$ cat config.mk
export PLATFORM = sky130hd
export DESIGN_NAME = lbs_ctrl
export DESIGN_NICKNAME = d
export VERILOG_FILES = /design/src/hw/rtl/lbs_pkg.sv /design/src/hw/rtl/lbs_ctrl.sv
export SDC_FILE = /design/constraint.sdc
export NUM_CORES = 1
export LEC_CHECK = 0
export ABC_AREA = 1
export BUFFER_PORTS_ARGS = -buffer_cell sky130_fd_sc_hd__buf_2
export CAP_MARGIN = 20
export CORE_AREA = 2 2 39 41
export DETAILED_ROUTE_END_ITERATION = 8
export DIE_AREA = 0 0 41 43
export PLACE_DENSITY = 0.63
export RECOVER_POWER = 50
export SYNTH_ARGS = -nofsm -noshare
export SYNTH_HDL_FRONTEND = slang
export SYNTH_SLANG_ARGS = --single-unit
export TNS_END_PERCENT = 5
$ cat constraint.sdc
create_clock -name clk -period 3.3 [get_ports clk]
set_clock_uncertainty 0.05 [all_clocks]
set_input_delay 0.165 -clock clk [delete_from_list [all_inputs] [get_ports clk]]
set_output_delay 0.165 -clock clk [all_outputs]
set_load 0.1 [all_outputs]
$ cat src/hw/rtl/lbs_pkg.sv
`default_nettype none
package lbs_pkg;

  localparam int unsigned COEFS = 12;
  localparam int unsigned POS_W = 32;
  localparam int unsigned WGT_W = 17;
  localparam int unsigned PROD_W = 64;
  localparam int unsigned ACC_W = 64;
  localparam int unsigned TERM_W = 50;

  localparam logic REQ_LOAD = 1'b0;
  localparam logic REQ_INFL = 1'b1;

  typedef enum logic [2:0] {
    ST_IDLE,
    ST_READ,
    ST_MAC,
    ST_WGT,
    ST_ACC,
    ST_OUT
  } lbs_state_t;

  typedef struct packed {
    logic       clr_row;
    logic       mac_en;
    logic       wgt_en;
    logic       acc_en;
    logic       acc_clr;
    logic       out_load;
    logic [1:0] row;
    logic [1:0] col;
  } lbs_cmd_t;

endpackage
`default_nettype wire

$ cat src/hw/rtl/lbs_ctrl.sv
`default_nettype none
module lbs_ctrl (
  input  wire              clk,
  input  wire              rst_n,
  input  wire              in_fire,
  input  wire              infl,
  input  wire              out_busy,
  output logic             in_ready,
  output lbs_pkg::lbs_cmd_t cmd
);
  import lbs_pkg::*;

  lbs_state_t state_r, state_nxt;
  logic [1:0] row_r, row_nxt;
  logic [1:0] col_r, col_nxt;

  // hold state and counters
  always_ff @(posedge clk) begin
    if (!rst_n) begin
      state_r <= ST_IDLE;
      row_r   <= '0;
      col_r   <= '0;
    end else begin
      state_r <= state_nxt;
      row_r   <= row_nxt;
      col_r   <= col_nxt;
    end
  end

  // sequence one row at a time: three products plus translation, weight, add
  always_comb begin
    state_nxt = state_r;
    row_nxt   = row_r;
    col_nxt   = col_r;
    cmd       = '0;
    cmd.row   = row_r;
    cmd.col   = col_r;
    in_ready  = 1'b0;
    unique case (state_r)
      ST_IDLE: begin
        in_ready = 1'b1;
        if (in_fire && infl) begin
          state_nxt = ST_READ;
          row_nxt   = '0;
          col_nxt   = '0;
        end
      end
      ST_READ: begin
        cmd.clr_row = 1'b1;
        state_nxt   = ST_MAC;
      end
      ST_MAC: begin
        cmd.mac_en = 1'b1;
        if (col_r == 2'd3) begin
          col_nxt   = '0;
          state_nxt = ST_WGT;
        end else begin
          col_nxt = col_r + 2'd1;
        end
      end
      ST_WGT: begin
        cmd.wgt_en = 1'b1;
        state_nxt  = ST_ACC;
      end
      ST_ACC: begin
        cmd.acc_en = 1'b1;
        if (row_r == 2'd2) begin
          state_nxt = ST_OUT;
        end else begin
          row_nxt   = row_r + 2'd1;
          state_nxt = ST_READ;
        end
      end
      ST_OUT: begin
        if (!out_busy) begin
          cmd.out_load = 1'b1;
          state_nxt    = ST_IDLE;
        end
      end
      default: state_nxt = ST_IDLE;
    endcase
  end
endmodule
`default_nettype wire

## After elaboration in Yosys (flattened, before gate mapping)

Index checks and enable logic that the tools add are counted.

- Add/sub/neg operators: 2
- Equal/unequal tests: 11
- Reduce and logical (&&, ||, !) cells: 7
- Multiplexer cells: 17

Operators with widths:

| operator | count |
|---|---|
| 3-bit case mux with 6 select lines | 1 |
| 3-bit 2-to-1 mux | 4 |
| 2-bit inequality test (second input constant) | 4 |
| 2-bit case mux with 2 select lines | 2 |
| 1-bit 2-to-1 mux | 7 |
| 3-bit by 2-bit == test with 1-bit output (second input constant) | 2 |
| 3-bit == test (second input constant) | 2 |
| 2-bit 2-to-1 mux | 3 |
| 3-bit AND reduction | 2 |
| 2-bit by 1-bit adder with 2-bit output (second input constant) | 2 |
| 2-bit == test (second input constant) | 2 |
| 2-bit nonzero test | 2 |
| 3-bit by 1-bit == test with 1-bit output (second input constant) | 1 |
| 3-bit logical NOT | 1 |
| 2-bit AND reduction | 1 |
| 1-bit logical AND | 1 |

- Bits of input ports: 5
- Output and inout port bits: 11
- Word-level logic and storage cells: 40
- Flip-flop bits (word level): 7

## Logic depth before layout (Yosys ltp)

- Depth in word-level cells: 3
- Depth in mapped cells: 8
- Mapped depth without buffers: 7

## Worst setup path before layout

No wires, ideal clock.

- Kind: reg-to-output
- Start point: register state_r[2]
- End point: output cmd[4] (netlist bit)
- Slack: -332 ps
- Arrival time: 3,417 ps
- Data required time: 3,085 ps
- Path buffers: 0
- Stages on the path, launching flop included: 3
- Cell sequence: dfxtp_1 -> inv_2 -> nor4_1

RTL lines:

| element | RTL line | text |
|---|---|---|
| from (decl) | lbs_ctrl.sv:13 | `lbs_state_t state_r, state_nxt;` |
| from (signal assigned) | lbs_ctrl.sv:24 | `state_r <= state_nxt;` |
| to (decl) | lbs_ctrl.sv:9 | `output lbs_pkg::lbs_cmd_t cmd` |

==> flow_metrics.tcl <==
set metrics [dict create \
    wl_um 861 \
    p_comb_share_pct 61.0 \
    setup_ws_ns 1.52 \
    first_iter_violations 10 \
    intPower_uw 201 \
    p_seq_share_pct 24.3 \
    final_nets 91 \
    mostFrequentLayoutCells "nor2_1, buf_2, nand2_1" \
    path_delay_family "buffers and inverters" \
    grtUsageTotal_pct 10.5 \
    synth-seq-area-share_pct 31.1 \
    layout-drive-gt1-share_pct 26.5 \
    syn_area_per_cell_um2 6.72 \
    gp_congestion 0.735 \
    dp_hpwl_um 724 \
    post-place-ws_ns 1.81 \
    seq_area_um2 140 \
    vdd.ir_drop.worst_mv 0.309 \
    syn_inst 67 \
    fin_util_pct 38.8 \
    wl_per_cell_um 8.70 \
    fp.coreArea_mm2 0.00138 \
    hold_path.class "in -> reg" \
    grt_max_degree 9 \
    startpoint_type "flop" \
    critical_path.endpoint_type "output pin" \
    tns_ns 0 \
    clock_power_share_pct 14.6 \
    maxCapViolCount 0 \
    max_stage_delay_ns 0.41 \
    power.leakage_nw 0.297 \
    critPathBufInv 2 \
    cts_buffer_depth 2 \
    synth.distinct_cells 20 \
    worst_slew_pin_slew_ns 1.18 \
    status "finished, final reports clean" \
    crit_path_end "cmd[6]" \
    worstHoldStart "rst_n" \
    cp_data_arrival_time_ns 1.56 \
    yosysWarnings 0 \
    cts_root_buf "clkbuf_4" \
    path_max_fanout 8 \
    rsz0062_at_grt "no" \
    drt-pass1-iter-count 4 \
    yosysTopAreaCellShare_pct 31.1 \
    rr_startpoint "state_r[1]" \
    cts_buffers 3 \
    cts.sinks 7 \
    cts_resized 0 \
    post-synth-top-area-cell "dfxtp_1" \
    switching_power_uw 303 \
    finalCritPeriodShare_pct 53.8 \
    vias 449 \
    wl_met2_um 440 \
    start_util_pct 32.5 \
    rows 14 \
    swShare_pct 60.1 \
    post-cts-setup-buffer-count 0 \
    top_layer "met3" \
    ys_ff_latch 7 \
    diodes 0 \
    r2r_cells 4 \
    cp_cell_sequence "nor2_1 -> nand2_2 -> inv_2 -> buf_2" \
    htreeDepth 1 \
    power_uw 504 \
    cts_hold_buf 0 \
    mappedNetlistArea_um2 450 \
    met1_length_um 389 \
    die_x_um 41 \
    dieHeight_um 43 \
    antenna_found_initial 0 \
    clkTransAtPathRegs_ns 0.05 \
    period_needed_ns 1.78 \
    slowest_stage "buf_2" \
    overflow 0 \
    multi_input_area_um2 238 \
    power-per-cell-area_mw_per_mm2 938 \
    startpoint "state_r[1]" \
    io_buffers 14 \
    post-route-drc-count 0 \
    yosys-top-cells-area "dfxtp_1, nand2_1, nand3_1" \
    cts_tree "yes" \
    dieArea_mm2 0.00176 \
    avgViaCountPerCell 4.54 \
    met3_length_um 31 \
    finalSetupViolCount 0 \
    pin_count 16 \
    clkLatencyLatePin_ns 0.24 \
    ant_nets 0 \
    r2r_slack_ns 1.96 \
    grt_pass1_wl_mm 1.32 \
    fillers 151 \
    relSlewSlack_pct 21.9 \
    synthToLayoutAreaGrowth_pct 19.2 \
    slew_viol_final 0 \
    worstSetupPathType "reg -> out" \
    finalHoldViolCount 0 \
    grt_pass1_vias 380 \
    synth.net_count 74 \
    timing.rr.end "row_r[1]" \
    critPathRequiredTime_ns 3.08 \
    path_depth 4 \
    timing.fmax_mhz 563 \
]
[sequential cells by signal (all words and copies together), names as in the netlist]
register / flops
state_r: 3
row_r: 2
col_r: 2
[synth_stat cells (all sizes together)]
| library cell | n |
|---|---|
| nor3 | 1 |
| nor4 | 1 |
| nand2 | 13 |
| conb | 1 |
| nand3b | 1 |
| a21oi | 4 |
| nand4 | 1 |
| buf | 2 |
| inv | 12 |
| dfxtp | 7 |
| nand3 | 9 |
| o21ai | 1 |
| ha | 2 |
| nor2 | 12 |
[tightest hold or removal path, delay by kind of cell]
family / cells / cell delay [ns]
simple gates: 1 / 0.06
buf+inv: 2 / 0.16
[kinds of logic after synthesis]
group | count (synthesis) | synth area share, %
AND/OR/NAND/NOR | 38 | 42.8
buffers and inverters | 14 | 14.2
flip-flops | 7 | 31.1
AO/OA/AOI/OAI | 5 | 5.55
adder cells (fa/ha/maj) | 2 | 5.55
other | 1 | 0.833
[worst min-delay path by stage]
stage	slack, ns	depth (start not counted)	endpoint
after detailed placement	0.38	3	state_r[2]
after CTS	0.12	3	state_r[2]
final	0.12	3	state_r[2]
after global placement	0.37	3	state_r[2]
after global routing	0.14	3	row_r[1]
after floorplan	0.21	2	state_r[2]
[per-stage QoR]
stage | cell area (um^2) | cells | hold WS, ns
floorplan | 457 | 67 | 0.213
global placement | 528 | 95 | 0.370
detailed placement | 528 | 95 | 0.375
CTS | 554 | 99 | 0.123
global route | 537 | 99 | 0.136
finish | 537 | 99 | 0.120
[routing by layer]
metal  track usage [%]  vias to the layer above
li1                  -                      242
met1              11.6                      200
met2              18.4                        7
met3              1.57                        0
met4              4.00                        0
met5                 0                        -
[power by group through the flow]
stage / clock network (mW) / registers (mW) / logic [mW]
4_1_cts: 0.0760 / 0.127 / 0.317
3_5_place_dp: 0 / 0.129 / 0.317
5_1_grt: 0.0822 / 0.126 / 0.329
6_report: 0.0736 / 0.123 / 0.307
3_3_place_gp: 0 / 0.128 / 0.315
2_1_floorplan: 0 / 0.172 / 0.238
[layout make-up]
type,instances,area share [%]
tap,16,3.73
sequential,7,26.1
timing repair buffer,14,12.6
inverter,12,8.39
multi-input combinational,46,44.3
clock buffer,4,4.90
No activity file was read; power rests on OpenSTA's default activity.
